===== src/design/yhp_pkg.sv =====
// Shared types, constants and the microcode program of the yaw hold PID/PWM block.
// Used by yhp_seq, yhp_dpath and yaw_hold_pid_pwm_top; depends on nothing else.
package yhp_pkg;

    localparam int YAW_W      = 16;
    localparam int ERR_W      = 17;
    localparam int WRAP_W     = 18;
    localparam int SUM_W      = 25;
    localparam int MUL_W      = 26;
    localparam int PROD_W     = 2 * MUL_W;
    localparam int ACC_W      = 43;
    localparam int LIM_W      = 28;
    localparam int SCL_SHIFT  = 18;
    localparam int MAG_W      = LIM_W + 8 - SCL_SHIFT;
    localparam int QUO_SHIFT  = 28;
    localparam int QUO_W      = 8;
    localparam int PWM_W      = 9;
    localparam int GAIN_W     = 12;
    localparam int BAND_W     = 14;
    localparam int STEP_W     = 4;
    localparam int CFG_IDX_W  = 2;
    localparam int CFG_DATA_W = 14;

    localparam logic signed [WRAP_W-1:0] FULL_TURN  = 18'sd23040;
    localparam logic signed [WRAP_W-1:0] HALF_TURN  = 18'sd11520;
    localparam logic signed [SUM_W:0]    SUM_MAX    = 26'sd16777215;
    localparam logic signed [SUM_W:0]    SUM_MIN    = -26'sd16777216;
    localparam logic [LIM_W-1:0]         DRIVE_LIMIT = 28'd163840000;

    // multiplier constants: 50 and 2500 from the PID scaling, reciprocal of 625 at 2^28
    localparam logic signed [MUL_W-1:0] K_PROP  = 26'sd50;
    localparam logic signed [MUL_W-1:0] K_DERIV = 26'sd2500;
    localparam logic signed [MUL_W-1:0] K_RECIP = 26'sd429497;

    // register indexes
    localparam logic [CFG_IDX_W-1:0] REG_GAIN_PROP  = 2'd0;
    localparam logic [CFG_IDX_W-1:0] REG_GAIN_INTEG = 2'd1;
    localparam logic [CFG_IDX_W-1:0] REG_GAIN_DERIV = 2'd2;
    localparam logic [CFG_IDX_W-1:0] REG_DEAD_BAND  = 2'd3;

    localparam logic [GAIN_W-1:0] RST_GAIN_PROP  = 12'd614;
    localparam logic [GAIN_W-1:0] RST_GAIN_INTEG = 12'd0;
    localparam logic [GAIN_W-1:0] RST_GAIN_DERIV = 12'd128;
    localparam logic [BAND_W-1:0] RST_DEAD_BAND  = 14'd64;

    typedef enum logic [2:0] {A_PROP, A_INTEG, A_DERIV, A_PROD, A_MAG} a_sel_t;
    typedef enum logic [2:0] {B_KPROP, B_KDERIV, B_ERR, B_DY, B_SUM, B_RECIP} b_sel_t;
    typedef enum logic [1:0] {ACC_HOLD, ACC_LOAD, ACC_ADD} acc_op_t;
    typedef enum logic [2:0] {OP_NOP, OP_ERR, OP_CLAMP, OP_QUOT, OP_LATCH} dp_op_t;
    typedef enum logic {JMP_NONE, JMP_UNSET} jmp_t;

    typedef struct packed {
        a_sel_t             a_sel;
        b_sel_t             b_sel;
        logic               mul_en;
        acc_op_t            acc_op;
        dp_op_t             dp_op;
        jmp_t               jmp;
        logic [STEP_W-1:0]  jmp_to;
        logic               fin;
    } ctrl_t;

    typedef struct packed {
        logic taken;
        logic out_free;
    } stat_t;

    typedef struct packed {
        logic [GAIN_W-1:0] gain_prop;
        logic [GAIN_W-1:0] gain_integ;
        logic [GAIN_W-1:0] gain_deriv;
        logic [BAND_W-1:0] dead_band;
    } cfg_t;

    localparam ctrl_t CTRL_NOP = '{a_sel: A_PROP, b_sel: B_KPROP, mul_en: 1'b0,
                                   acc_op: ACC_HOLD, dp_op: OP_NOP, jmp: JMP_NONE,
                                   jmp_to: '0, fin: 1'b0};

    localparam logic [STEP_W-1:0] ST_CHECK = 4'd0;
    localparam logic [STEP_W-1:0] ST_ERR   = 4'd1;
    localparam logic [STEP_W-1:0] ST_MP0   = 4'd2;
    localparam logic [STEP_W-1:0] ST_MP1   = 4'd3;
    localparam logic [STEP_W-1:0] ST_MD0   = 4'd4;
    localparam logic [STEP_W-1:0] ST_MD1   = 4'd5;
    localparam logic [STEP_W-1:0] ST_MI    = 4'd6;
    localparam logic [STEP_W-1:0] ST_ACC   = 4'd7;
    localparam logic [STEP_W-1:0] ST_CLAMP = 4'd8;
    localparam logic [STEP_W-1:0] ST_MQ    = 4'd9;
    localparam logic [STEP_W-1:0] ST_QUOT  = 4'd10;
    localparam logic [STEP_W-1:0] ST_LATCH = 4'd11;

    // Program:
    //   check  -> latch path on first sample
    //   err    e, error sum, dy
    //   P*50, *e -> acc ; D*2500, *dy -> acc+ ; I*sum -> acc+
    //   clamp/scale by 255/2^18, times 1/625 reciprocal, quotient out
    function automatic ctrl_t ucode_word(input logic [STEP_W-1:0] step);
        ctrl_t w;
        w = CTRL_NOP;
        unique case (step)
            ST_CHECK:
            begin
                w.jmp    = JMP_UNSET;
                w.jmp_to = ST_LATCH;
            end
            ST_ERR:   w.dp_op = OP_ERR;
            ST_MP0:
            begin
                w.mul_en = 1'b1;
                w.a_sel  = A_PROP;
                w.b_sel  = B_KPROP;
            end
            ST_MP1:
            begin
                w.mul_en = 1'b1;
                w.a_sel  = A_PROD;
                w.b_sel  = B_ERR;
            end
            ST_MD0:
            begin
                w.acc_op = ACC_LOAD;
                w.mul_en = 1'b1;
                w.a_sel  = A_DERIV;
                w.b_sel  = B_KDERIV;
            end
            ST_MD1:
            begin
                w.mul_en = 1'b1;
                w.a_sel  = A_PROD;
                w.b_sel  = B_DY;
            end
            ST_MI:
            begin
                w.acc_op = ACC_ADD;
                w.mul_en = 1'b1;
                w.a_sel  = A_INTEG;
                w.b_sel  = B_SUM;
            end
            ST_ACC:   w.acc_op = ACC_ADD;
            ST_CLAMP: w.dp_op  = OP_CLAMP;
            ST_MQ:
            begin
                w.mul_en = 1'b1;
                w.a_sel  = A_MAG;
                w.b_sel  = B_RECIP;
            end
            ST_QUOT:
            begin
                w.dp_op = OP_QUOT;
                w.fin   = 1'b1;
            end
            ST_LATCH:
            begin
                w.dp_op = OP_LATCH;
                w.fin   = 1'b1;
            end
            default:  w = CTRL_NOP;
        endcase
        return w;
    endfunction

endpackage


===== src/design/yaw_hold_pid_pwm_top.sv =====
// Top level of the yaw hold PID/PWM controller: configuration registers,
// sequencer and datapath. Depends on yhp_pkg, yhp_seq, yhp_dpath.
//
//  channel  | handshake              | word
//  ---------+------------------------+-------------------------------------
//  sample   | sample_valid/stall     | yaw_sample[15:0]
//  result   | result_valid/stall     | pwm_drive[8:0], heading_error[15:0]
//  cfg      | cfg_valid/cfg_ready    | cfg_index[1:0], cfg_data[13:0]
//
// The first sample after reset runs the check and latch steps (latch path) and gives no word.
// Each later sample runs 11 microcode steps through one shared 26x26 multiplier
// (six products); a new sample is taken on the last step.
// The final step waits while the result register holds an untaken word.
// Reset clears setpoint, last yaw, error sum and loads the default gains.
module yaw_hold_pid_pwm_top
(
    input  logic                                   clk,
    input  logic                                   rst_n,
    input  logic                                   sample_valid,
    output logic                                   sample_stall,
    input  logic signed [yhp_pkg::YAW_W-1:0]       yaw_sample,
    output logic                                   result_valid,
    input  logic                                   result_stall,
    output logic signed [yhp_pkg::PWM_W-1:0]       pwm_drive,
    output logic signed [yhp_pkg::YAW_W-1:0]       heading_error,
    input  logic                                   cfg_valid,
    output logic                                   cfg_ready,
    input  logic [yhp_pkg::CFG_IDX_W-1:0]          cfg_index,
    input  logic [yhp_pkg::CFG_DATA_W-1:0]         cfg_data
);

    yhp_pkg::cfg_t   cfg_reg;
    yhp_pkg::cfg_t   cfg_next;
    yhp_pkg::ctrl_t  ctrl;
    yhp_pkg::stat_t  stat;
    logic            sample_load;
    logic [yhp_pkg::YAW_W-1:0] herr_abs;

    assign cfg_ready = 1'b1;

    always_comb
    begin
        cfg_next = cfg_reg;
        if (cfg_valid && cfg_ready)
        begin
            unique case (cfg_index)
                yhp_pkg::REG_GAIN_PROP:  cfg_next.gain_prop  = cfg_data[yhp_pkg::GAIN_W-1:0];
                yhp_pkg::REG_GAIN_INTEG: cfg_next.gain_integ = cfg_data[yhp_pkg::GAIN_W-1:0];
                yhp_pkg::REG_GAIN_DERIV: cfg_next.gain_deriv = cfg_data[yhp_pkg::GAIN_W-1:0];
                yhp_pkg::REG_DEAD_BAND:  cfg_next.dead_band  = cfg_data[yhp_pkg::BAND_W-1:0];
                default:                 cfg_next = cfg_reg;
            endcase
        end
    end

    always_ff @(posedge clk or negedge rst_n)
    begin
        if (!rst_n)
        begin
            cfg_reg.gain_prop  <= yhp_pkg::RST_GAIN_PROP;
            cfg_reg.gain_integ <= yhp_pkg::RST_GAIN_INTEG;
            cfg_reg.gain_deriv <= yhp_pkg::RST_GAIN_DERIV;
            cfg_reg.dead_band  <= yhp_pkg::RST_DEAD_BAND;
        end
        else
        begin
            cfg_reg <= cfg_next;
        end
    end

    yhp_seq u_seq
    (
        .clk          (clk),
        .rst_n        (rst_n),
        .sample_valid (sample_valid),
        .sample_stall (sample_stall),
        .sample_load  (sample_load),
        .stat         (stat),
        .ctrl         (ctrl)
    );

    yhp_dpath u_dpath
    (
        .clk           (clk),
        .rst_n         (rst_n),
        .ctrl          (ctrl),
        .cfg           (cfg_reg),
        .sample_load   (sample_load),
        .yaw_sample    (yaw_sample),
        .result_stall  (result_stall),
        .result_valid  (result_valid),
        .pwm_drive     (pwm_drive),
        .heading_error (heading_error),
        .stat          (stat)
    );

    assign herr_abs = heading_error[yhp_pkg::YAW_W-1] ? yhp_pkg::YAW_W'(-heading_error)
                                                      : yhp_pkg::YAW_W'(heading_error);

    // an accepted sample keeps the sequencer busy the next cycle
    a_busy_after_accept: assert property (@(posedge clk) disable iff (!rst_n)
        (sample_valid && !sample_stall) |=> sample_stall)
        else $error("sample taken while previous one still in work");

    // a new word only appears right after the quotient step
    a_result_from_program: assert property (@(posedge clk) disable iff (!rst_n)
        $rose(result_valid) |-> $past(ctrl.dp_op == yhp_pkg::OP_QUOT))
        else $error("result word without a sample in work");

    // nonzero drive only outside the dead band
    a_dead_band: assert property (@(posedge clk) disable iff (!rst_n)
        (result_valid && pwm_drive != '0) |-> !(herr_abs < yhp_pkg::YAW_W'(cfg_reg.dead_band)))
        else $error("drive inside dead band");

    a_pwm_range: assert property (@(posedge clk) disable iff (!rst_n)
        result_valid |-> (pwm_drive != -9'sd256))
        else $error("pwm drive out of range");

endmodule


===== src/design/yhp_seq.sv =====
// Microcode sequencer: step counter, program ROM lookup, jumps and input handshake.
// Depends on yhp_pkg.
module yhp_seq
(
    input  logic                 clk,
    input  logic                 rst_n,
    input  logic                 sample_valid,
    output logic                 sample_stall,
    output logic                 sample_load,
    input  yhp_pkg::stat_t       stat,
    output yhp_pkg::ctrl_t       ctrl
);

    logic                        busy_reg;
    logic                        busy_next;
    logic [yhp_pkg::STEP_W-1:0]  step_reg;
    logic [yhp_pkg::STEP_W-1:0]  step_next;
    yhp_pkg::ctrl_t              rom_word;
    logic                        hold;
    logic                        finishing;
    logic                        jump_taken;

    assign rom_word = yhp_pkg::ucode_word(step_reg);

    // quotient step waits for the output register to free up
    assign hold       = busy_reg && (rom_word.dp_op == yhp_pkg::OP_QUOT) && !stat.out_free;
    assign finishing  = busy_reg && !hold && rom_word.fin;
    assign jump_taken = (rom_word.jmp == yhp_pkg::JMP_UNSET) && !stat.taken;

    assign sample_stall = busy_reg && !finishing;
    assign sample_load  = sample_valid && !sample_stall;
    assign ctrl         = (busy_reg && !hold) ? rom_word : yhp_pkg::CTRL_NOP;

    always_comb
    begin
        busy_next = busy_reg;
        step_next = step_reg;
        if (sample_load)
        begin
            busy_next = 1'b1;
            step_next = yhp_pkg::ST_CHECK;
        end
        else if (busy_reg && !hold)
        begin
            if (rom_word.fin)
            begin
                busy_next = 1'b0;
            end
            else if (jump_taken)
            begin
                step_next = rom_word.jmp_to;
            end
            else
            begin
                step_next = step_reg + 1'b1;
            end
        end
    end

    always_ff @(posedge clk or negedge rst_n)
    begin
        if (!rst_n)
        begin
            busy_reg <= 1'b0;
            step_reg <= '0;
        end
        else
        begin
            busy_reg <= busy_next;
            step_reg <= step_next;
        end
    end

endmodule


===== src/design/yhp_dpath.sv =====
// Datapath: heading state, wrapped error, saturating sum, shared multiplier,
// accumulator, clamp/scale and the output register. Depends on yhp_pkg.
module yhp_dpath
(
    input  logic                              clk,
    input  logic                              rst_n,
    input  yhp_pkg::ctrl_t                    ctrl,
    input  yhp_pkg::cfg_t                     cfg,
    input  logic                              sample_load,
    input  logic signed [yhp_pkg::YAW_W-1:0]  yaw_sample,
    input  logic                              result_stall,
    output logic                              result_valid,
    output logic signed [yhp_pkg::PWM_W-1:0]  pwm_drive,
    output logic signed [yhp_pkg::YAW_W-1:0]  heading_error,
    output yhp_pkg::stat_t                    stat
);

    localparam int W = yhp_pkg::WRAP_W;

    logic signed [yhp_pkg::YAW_W-1:0]   yaw_reg;
    logic signed [yhp_pkg::YAW_W-1:0]   target_reg;
    logic signed [yhp_pkg::YAW_W-1:0]   last_yaw_reg;
    logic                               taken_reg;
    logic signed [yhp_pkg::SUM_W-1:0]   sum_reg;
    logic signed [yhp_pkg::ERR_W-1:0]   err_reg;
    logic signed [yhp_pkg::ERR_W-1:0]   dy_reg;
    logic signed [yhp_pkg::PROD_W-1:0]  prod_reg;
    logic signed [yhp_pkg::ACC_W-1:0]   acc_reg;
    logic signed [yhp_pkg::ACC_W-1:0]   acc_next;
    logic [yhp_pkg::MAG_W-1:0]          mag_reg;
    logic                               neg_reg;
    logic                               out_valid_reg;
    logic                               out_valid_next;
    logic signed [yhp_pkg::PWM_W-1:0]   pwm_reg;
    logic signed [yhp_pkg::YAW_W-1:0]   herr_reg;

    logic signed [W-1:0]                yaw_w;
    logic signed [W-1:0]                err_raw;
    logic signed [W-1:0]                err_alt;
    logic [W-1:0]                       raw_abs;
    logic [W-1:0]                       alt_abs;
    logic signed [yhp_pkg::ERR_W-1:0]   err_new;
    logic signed [yhp_pkg::SUM_W:0]     sum_wide;
    logic signed [yhp_pkg::SUM_W-1:0]   sum_new;
    logic signed [yhp_pkg::ERR_W-1:0]   dy_new;
    logic signed [W-1:0]                tgt_wide;

    logic signed [yhp_pkg::MUL_W-1:0]   mul_a;
    logic signed [yhp_pkg::MUL_W-1:0]   mul_b;
    logic signed [yhp_pkg::PROD_W-1:0]  mul_res;

    logic [yhp_pkg::ACC_W-1:0]          acc_abs;
    logic [yhp_pkg::LIM_W-1:0]          lim;
    logic [yhp_pkg::LIM_W+7:0]          scaled;

    logic [yhp_pkg::QUO_W-1:0]          quo;
    logic signed [yhp_pkg::PWM_W-1:0]   pwm_val;
    logic [yhp_pkg::ERR_W-1:0]          err_abs;
    logic                               in_band;

    // error wrap and state updates
    always_comb
    begin
        yaw_w   = W'(yaw_reg);
        err_raw = W'(target_reg) - yaw_w;
        err_alt = err_raw[W-1] ? (err_raw + yhp_pkg::FULL_TURN)
                               : (err_raw - yhp_pkg::FULL_TURN);
        raw_abs = err_raw[W-1] ? W'(-err_raw) : W'(err_raw);
        alt_abs = err_alt[W-1] ? W'(-err_alt) : W'(err_alt);
        err_new = (alt_abs < raw_abs) ? err_alt[yhp_pkg::ERR_W-1:0]
                                      : err_raw[yhp_pkg::ERR_W-1:0];
        sum_wide = (yhp_pkg::SUM_W+1)'(sum_reg) + (yhp_pkg::SUM_W+1)'(err_new);
        if (sum_wide > yhp_pkg::SUM_MAX)
        begin
            sum_new = yhp_pkg::SUM_MAX[yhp_pkg::SUM_W-1:0];
        end
        else if (sum_wide < yhp_pkg::SUM_MIN)
        begin
            sum_new = yhp_pkg::SUM_MIN[yhp_pkg::SUM_W-1:0];
        end
        else
        begin
            sum_new = sum_wide[yhp_pkg::SUM_W-1:0];
        end
        dy_new = yhp_pkg::ERR_W'(yaw_reg) - yhp_pkg::ERR_W'(last_yaw_reg);
        // setpoint fold, applied once at latch
        if (yaw_w >= yhp_pkg::HALF_TURN)
        begin
            tgt_wide = yaw_w - yhp_pkg::FULL_TURN;
        end
        else if (yaw_w < -yhp_pkg::HALF_TURN)
        begin
            tgt_wide = yaw_w + yhp_pkg::FULL_TURN;
        end
        else
        begin
            tgt_wide = yaw_w;
        end
    end

    // shared multiplier operand select
    always_comb
    begin
        unique case (ctrl.a_sel)
            yhp_pkg::A_PROP:  mul_a = yhp_pkg::MUL_W'(cfg.gain_prop);
            yhp_pkg::A_INTEG: mul_a = yhp_pkg::MUL_W'(cfg.gain_integ);
            yhp_pkg::A_DERIV: mul_a = yhp_pkg::MUL_W'(cfg.gain_deriv);
            yhp_pkg::A_PROD:  mul_a = prod_reg[yhp_pkg::MUL_W-1:0];
            yhp_pkg::A_MAG:   mul_a = yhp_pkg::MUL_W'(mag_reg);
            default:          mul_a = '0;
        endcase
        unique case (ctrl.b_sel)
            yhp_pkg::B_KPROP:  mul_b = yhp_pkg::K_PROP;
            yhp_pkg::B_KDERIV: mul_b = yhp_pkg::K_DERIV;
            yhp_pkg::B_ERR:    mul_b = yhp_pkg::MUL_W'(err_reg);
            yhp_pkg::B_DY:     mul_b = yhp_pkg::MUL_W'(dy_reg);
            yhp_pkg::B_SUM:    mul_b = yhp_pkg::MUL_W'(sum_reg);
            yhp_pkg::B_RECIP:  mul_b = yhp_pkg::K_RECIP;
            default:           mul_b = '0;
        endcase
    end

    assign mul_res = yhp_pkg::PROD_W'(mul_a) * yhp_pkg::PROD_W'(mul_b);

    always_comb
    begin
        unique case (ctrl.acc_op)
            yhp_pkg::ACC_LOAD: acc_next = $signed(prod_reg[yhp_pkg::ACC_W-1:0]);
            yhp_pkg::ACC_ADD:  acc_next = acc_reg + $signed(prod_reg[yhp_pkg::ACC_W-1:0]);
            default:           acc_next = acc_reg;
        endcase
    end

    // clamp to the drive limit, then times 255 and down by 2^18 (limit = 625 * 2^18)
    always_comb
    begin
        acc_abs = acc_reg[yhp_pkg::ACC_W-1] ? yhp_pkg::ACC_W'(-acc_reg) : yhp_pkg::ACC_W'(acc_reg);
        lim     = (acc_abs > yhp_pkg::ACC_W'(yhp_pkg::DRIVE_LIMIT)) ? yhp_pkg::DRIVE_LIMIT
                                                                     : acc_abs[yhp_pkg::LIM_W-1:0];
        scaled  = {lim, 8'd0} - {8'd0, lim};
    end

    always_comb
    begin
        quo     = prod_reg[yhp_pkg::QUO_SHIFT+yhp_pkg::QUO_W-1:yhp_pkg::QUO_SHIFT];
        pwm_val = neg_reg ? -$signed({1'b0, quo}) : $signed({1'b0, quo});
        err_abs = err_reg[yhp_pkg::ERR_W-1] ? yhp_pkg::ERR_W'(-err_reg)
                                            : yhp_pkg::ERR_W'(err_reg);
        in_band = err_abs < yhp_pkg::ERR_W'(cfg.dead_band);
    end

    always_comb
    begin
        out_valid_next = out_valid_reg && result_stall;
        if (ctrl.dp_op == yhp_pkg::OP_QUOT)
        begin
            out_valid_next = 1'b1;
        end
    end

    always_ff @(posedge clk or negedge rst_n)
    begin
        if (!rst_n)
        begin
            taken_reg     <= 1'b0;
            target_reg    <= '0;
            last_yaw_reg  <= '0;
            sum_reg       <= '0;
            out_valid_reg <= 1'b0;
        end
        else
        begin
            out_valid_reg <= out_valid_next;
            if (ctrl.dp_op == yhp_pkg::OP_ERR)
            begin
                sum_reg      <= sum_new;
                last_yaw_reg <= yaw_reg;
            end
            if (ctrl.dp_op == yhp_pkg::OP_LATCH)
            begin
                taken_reg    <= 1'b1;
                target_reg   <= tgt_wide[yhp_pkg::YAW_W-1:0];
                last_yaw_reg <= yaw_reg;
            end
        end
    end

    always_ff @(posedge clk)
    begin
        if (sample_load)
        begin
            yaw_reg <= yaw_sample;
        end
        if (ctrl.dp_op == yhp_pkg::OP_ERR)
        begin
            err_reg <= err_new;
            dy_reg  <= dy_new;
        end
        if (ctrl.mul_en)
        begin
            prod_reg <= mul_res;
        end
        acc_reg <= acc_next;
        if (ctrl.dp_op == yhp_pkg::OP_CLAMP)
        begin
            neg_reg <= acc_reg[yhp_pkg::ACC_W-1];
            mag_reg <= scaled[yhp_pkg::LIM_W+7:yhp_pkg::SCL_SHIFT];
        end
        if (ctrl.dp_op == yhp_pkg::OP_QUOT)
        begin
            pwm_reg  <= in_band ? '0 : pwm_val;
            herr_reg <= err_reg[yhp_pkg::YAW_W-1:0];
        end
    end

    assign result_valid  = out_valid_reg;
    assign pwm_drive     = pwm_reg;
    assign heading_error = herr_reg;
    assign stat.taken    = taken_reg;
    assign stat.out_free = !out_valid_reg || !result_stall;

endmodule

===== config.mk =====
export PLATFORM = sky130hd
export DESIGN_NAME = yaw_hold_pid_pwm_top
export DESIGN_NICKNAME = d
export VERILOG_FILES = /design/src/design/yhp_pkg.sv /design/src/design/yaw_hold_pid_pwm_top.sv /design/src/design/yhp_seq.sv /design/src/design/yhp_dpath.sv
export SDC_FILE = /design/constraint.sdc
export NUM_CORES = 2
export LEC_CHECK = 0
export ABC_CLOCK_PERIOD_IN_PS = 8650
export BUFFER_PORTS_ARGS = -buffer_cell sky130_fd_sc_hd__buf_4
export CORE_MARGIN = 10
export CORE_UTILIZATION = 50
export CTS_CLUSTER_SIZE = 8
export DETAILED_ROUTE_END_ITERATION = 12
export HOLD_SLACK_MARGIN = 0.03
export PLACE_DENSITY_LB_ADDON = 0.1
export SYNTH_ARGS = -nofsm -noshare
export SYNTH_HDL_FRONTEND = slang
export SYNTH_SLANG_ARGS = --single-unit

===== constraint.sdc =====
create_clock -name clk -period 8.65 [get_ports clk]
set_input_delay 0.865 -clock clk [delete_from_list [all_inputs] [get_ports clk]]
set_output_delay 0.865 -clock clk [all_outputs]
set_load 0.02 [all_outputs]

# Word-level counts from Yosys, hierarchy flattened
# Cells that the tools add are included.
[word_totals] ff_bits=294 output_inout_bits=28
[op_classes] add_sub_neg=15 n_mul=1 order_cmp=7 eq_ne=31 n_mux=31 bitwise_logic=1 reduce_logical=33
[ops] operator="$pmux 26 s6" count=1
[ops] operator="$pmux 26 s5" count=1
[ops] operator="$pmux 43 s2" count=1
[ops] operator="$mux 18" count=4
[ops] operator="$mux 16" count=4
[ops] operator="$mux 25" count=2
[ops] operator="$add 43x43->43" count=1
[ops] operator="$gt 43x28->1 const B" count=1
[ops] operator="$mul 26x26->43" count=1
[ops] operator="$mux 43" count=1
[ops] operator="$neg 43->43" count=1
[ops] operator="$pmux 7 s6" count=1
[ops] operator="$neg 18->18" count=2
[ops] operator="$sub 36x28->36" count=1
[ops] operator="$mux 17" count=2
[ops] operator="$sub 16x16->17" count=2
[ops] operator="$mux 28" count=1
[ops] operator="$add 25x17->26" count=1
[ops] operator="$gt 26x25->1 const B" count=1
[ops] operator="$lt 26x25->1 const B" count=1
[ops] operator="$eq 3x2->1 const B" count=7
[ops] operator="$add 18x16->18 const B" count=1
[ops] operator="$lt 18x18->1" count=1
[ops] operator="$sub 18x16->18 const B" count=1
[ops] operator="33 further kinds" count=79

# Logic depth before layout (Yosys ltp)
[depth] word_depth=14 depth_mapped=45 ltp_nobuf=40

# Hierarchy
# Synthesis repeated with hierarchy kept, for this count alone.
[hier_totals] cells_unflattened=4531 area_unflattened_um2=41926.5
[modules_own_cells] mod="yhp_dpath" n_inst=1 cells_each=4345 area_each_um2=39434.1
[modules_own_cells] mod="yaw_hold_pid_pwm_top" n_inst=1 cells_each=110 area_each_um2=1894.3
[modules_own_cells] mod="yhp_seq" n_inst=1 cells_each=76 area_each_um2=598.1

# Least setup slack after synthesis
# No wires, ideal clock.
[synth_timing] path_kind="register -> register" startpoint="register u_seq.step_reg[0] in the netlist's numbering" endpoint="register u_dpath.prod_reg[40] in the netlist's numbering, data pin" t_arrival_ps=9288 required_time_ps=8385 path_slack_ps=-903 stages_incl_launch_ff=38 cell_sequence="dfrtp_1 > inv_1 > ha_1 > clkbuf_1 > o21ai_0 > nor2_1 > a21boi_1 > and4b_1 > clkbuf_1 > nor2_1 > clkbuf_1 > a221oi_1 > nor2_1 > fa_1 > inv_1 > fa_1 > inv_1 > fa_1 > [... 2 more ...] > inv_1 > fa_1 > fa_1 > inv_1 > fa_1 > inv_1 > ha_1 > nand3_1 > or4_1 > nor4_1 > o211ai_1 > a21oi_1 > o31ai_1 > nor2_1 > o22ai_1 > o21ba_2 > o21ai_0 > xor2_1"
[synth_between] elab_chain_len=11 word_cells_on_any_way=32 cone_classes="mul (1); eq/ne (20); mux (5); reduce/logical (6)"
[synth_lines] element="from (decl)" line="yhp_seq.sv:16" rtl="logic [yhp_pkg::STEP_W-1:0] step_reg;"
[synth_lines] element="from (signal assigned)" line="yhp_seq.sv:70" rtl="step_reg <= step_next;"
[synth_lines] element="$eq 4x4->1 / $eq 4x1->1 (equally long branches)" line="yhp_pkg.sv:100" rtl="unique case (step)"
[synth_lines] element="$pmux 3 s4" line="yhp_pkg.sv:100"
[synth_lines] element="$eq 3x2->1" line="yhp_seq.sv:26" rtl="assign hold = busy_reg && (rom_word.dp_op == yhp_pkg::OP_QUOT) && !stat.out_free;"
[synth_lines] element="$logic_and 1x1->1 (2 in a row)" line="yhp_seq.sv:26"
[synth_lines] element="$logic_not 1->1" line="yhp_seq.sv:32" rtl="assign ctrl = (busy_reg && !hold) ? rom_word : yhp_pkg::CTRL_NOP;"
[synth_lines] element="$logic_and 1x1->1" line="yhp_seq.sv:32"
[synth_lines] element="$mux 18 *" line="yhp_seq.sv:32"
[synth_lines] element="$eq 3x3->1 (tied with other cells)" line="yhp_dpath.sv:112" rtl="unique case (ctrl.b_sel)"
[synth_lines] element="$pmux 26 s6 / $pmux 26 s5 (equally long branches)" line="yhp_dpath.sv:112, yhp_dpath.sv:104"
[synth_lines] element="$mul 26x26->43 *" line="yhp_dpath.sv:123" rtl="assign mul_res = yhp_pkg::PROD_W'(mul_a) * yhp_pkg::PROD_W'(mul_b);"
[synth_lines] element="named net u_dpath.mul_res, one bit" line="yhp_dpath.sv:50" rtl="logic signed [yhp_pkg::PROD_W-1:0] mul_res;"
[synth_lines] element="to (signal assigned)" line="yhp_dpath.sv:201" rtl="prod_reg <= mul_res;"
[synth_lines] element="to (decl)" line="yhp_dpath.sv:27" rtl="logic signed [yhp_pkg::PROD_W-1:0] prod_reg;"
# Mark *: on every way through the listed nets, which the timed path passes. The rest lies on a longest branch.
# A chain may end at the register's enable or synchronous reset.

# Worst setup path in the final report
[layout_timing] startpoint="register u_seq.step_reg[0] in the netlist's numbering" endpoint="register u_dpath.prod_reg[38] in the netlist's numbering, data pin"
# The elaborated chain is that of the path after synthesis.

==> impl_results.md <==
* Crit path from: u_seq.step_reg[0]
* FP Rows at 106
* P&R area growth vs syn at 18.5%
* Vias at between 30000 and 40000
* Antenna diodes at 0
* Fraction of registers with async set/reset at 38.8%
* Largest net degree at the start of global routing at 60
* Number of flip-flops in the largest register at 50
* WL/cell at around 20 um
* Final Max Tran Viols at 0
* Global route overflow at 0
* Number of buffers added on ports at 63
* CP Data Required Time at 8970 ps
* Starting Density at between 50% and 60%
* Global-route usage over all layers at a little over a quarter
* Arr. time, crit path at between 9000 and 10000 ps
* Synth Flop Type: edfxtp_1
* Share of layout cells above drive strength 1 at 18.6%
* Synth Cell Area at 0.0422 sq mm
* Nature of the critical path endpoint: flip-flop
* Hold Path Class: in2async
* Worst rel slew slack at 25.7%
* Post-synthesis register bit count at 294
* Core Region at 0.0837 sq mm
* Die Width at 311 um
* CP top delay family: adder cells
* Status: finished with violations
* Failing checks: setup timing
* Critical path's most frequent cell: buf_4
* Overall routed net length at 128000 um
* EDFF count, synth at 180
* DRC at 0
* Sequential area share after synthesis at 19.6%
* First-pass GRT wire length at 202000 um
* Critical Path Slowest Stage Cell: fa_1
* Maximum capacitance violations at 0
* Number of global-route vias before repair at 35335
* Final Hold Viols at 0
* Initial antenna violation count at 0
* Critical path class: reg2reg
* Setup-failing EPs final at 2
* DP HPWL at 106000 um
* Number of synthesis warnings at 0
* Final worst slack at -50.5 ps
* Nets at 6044
* Clk_lat worst skew at ~600 ps
* Syn_nets at 5594
* Hold Buf Count CTS at 0
* Die footprint at between 0.09 and 0.1 sq mm
* Routability congestion estimate at 0.990
* Skew final at between 40 and 50 ps
* Worst flop-to-flop path startpoint: u_seq.step_reg[0]
* Buf+Inv Stages, Crit Path at 11
* DR iter-0 viols at 2343
* First-pass DRT Iterations at 6
* Worst-Margin Slew at about 1100 ps
* Clock Path Buffers at 3
* Synth cell types at 91
* Startpoint Class: flip-flop
* Final period utilization at 101%
* ANT nets after route at 0
* RSZ-0062 raised after global routing: true
* CTS tree: built
* # IOs at 65
* Slowest Stage Delay on Critical Path at 510 ps
* Clk slew on worst S/H paths at 50 ps
* Syn avg cell area at about 9.1 sq um
* Die height at 311 um
* Number of vias per cell at 5.45
* Clock period minus worst slack at 8700 ps
* H-tree levels at 2
* Clock sinks at 294
* Fmax at 115 MHz
* Worst Path Max Fanout at 8
* Setup TNS at -72.6 ps
* Post-synthesis instance total at 4647
* CTS root buffer: clkbuf_16
* Num CTS Buffers at 44
-- metrics by stage --
step	cells	util [%]	area, sq um	hold WS, ps	setup slack (ps)
final	6262	59.8	50000	345	-50.5
after global routing	6262	59.8	50000	383	-361
after CTS	6226	58.6	49100	368	-218
after detailed placement	6113	56.4	47200	470	-583
after global placement	6113	56.4	47200	461	-445
after floorplan	4647	-	42500	436	-38.3
-- cell type report --
type                            instances  area (sq um)
Clock buffer                           72          1230
Clock inverter                          5          93.8
Fill cell                            7408         33600
Inverter                              833          3130
Multi-Input combinational cell       3348         31200
Sequential cell                       294          8270
Tap cell                             1134          1420
Timing Repair Buffer                  576          4730
-- worst reg2reg max path, delay by kind of cell (launching register included) --
kind | cells | cell delay (ps)
simple gates | 6 | 1030
compound gates | 8 | 1620
flops | 1 | 420
fa+ha+maj | 9 | 3890
xor+xnor | 1 | 120
buf+inv | 11 | 1370
-- cells in the final DEF, fill, tap and decap left out, types with 17 or more instances in the layout --
cell       count
nand2b_1      57
nor3_1        59
and2_1        31
clkbuf_1      26
nor2b_1       41
nor2_1       316
a211oi_1      21
edfxtp_1     180
or2_2         20
mux2i_1       21
nand4_1       28
nand2_1      615
or3_1         22
o21ai_0      149
inv_1        817
o21ai_1       22
xnor2_1      154
ha_1         278
fa_1         598
dfrtp_1      106
buf_6         28
o31ai_1       19
a21oi_2       23
nand3_1       36
buf_4        524
buf_12        21
o21a_1        30
xor2_1        75
mux2_2        80
clkbuf_16     46
a21o_1        89
a21oi_1      144
a31oi_1       17
o21ai_2       18
-- cells in the mapped netlist, types with 35 or more instances --
cell / instances / area share, %
nor2_1: 324 / 2.9
mux2_2: 82 / 2.2
o21a_1: 40 / 0.71
o21ai_0: 179 / 2.1
fa_1: 609 / 29
a21oi_1: 169 / 2.0
xnor2_1: 158 / 3.3
edfxtp_1: 180 / 13
nand2b_1: 58 / 0.86
nand2_1: 631 / 5.6
nand3_1: 38 / 0.45
ha_1: 301 / 8.9
a21o_1: 89 / 1.6
dfrtp_1: 107 / 6.3
xor2_1: 75 / 1.6
clkbuf_1: 158 / 1.4
nor2b_1: 42 / 0.62
nor3_1: 60 / 0.71
and2_1: 35 / 0.52
inv_1: 833 / 7.4
-- metal layers --
layer	vias to the layer above	wire length, um	track usage (%)
li1	15914	-	-
met1	16837	53600	34.3
met2	1114	60200	44.0
met3	268	8880	4.37
met4	0	5650	10.0
met5	-	0	0
-- path summary, 6_finish.rpt --
path                       slack (ps)                  endpoint  depth (start not counted)
max                               -50      u_dpath.prod_reg[38]                         35
min                               350     u_dpath.target_reg[9]                          1
max reg2reg                       -50      u_dpath.prod_reg[38]                         35
min reg2reg                       470  u_dpath.last_yaw_reg[11]                          2
max in group asynchronous        6950         u_seq.step_reg[1]                          2
min in group clk                  440       u_dpath.yaw_reg[15]                          1
-- kinds of logic (layout without fill, tap and decap cells) --
| logic type | count (synthesis) | in the layout | synth area share [%] |
|---|---|---|---|
| buffers and inverters | 1006 | 1486 | 9.00 |
| other | 2 | 2 | 0.0178 |
| muxes | 103 | 103 | 2.68 |
| and+or+nand+nor | 1359 | 1360 | 14.6 |
| xor gates and xnor gates | 234 | 234 | 4.87 |
| DFF | 294 | 294 | 19.6 |
| adders and majority gates | 927 | 927 | 38.2 |
| AOI/OAI and AO/OA | 722 | 722 | 11.1 |
-- repair_timing --
item / 4_1_cts / 5_1_grt
pin swaps: 31 / 100
buffers inserted: 36 / 35
gates resized for setup: 66 / 183
cloned: 1 / 3
endpoints found under the setup margin: 35 / 42
Power is not shown: default switching activity piles up to over one toggle a cycle in this logic, so the estimate is an artifact.
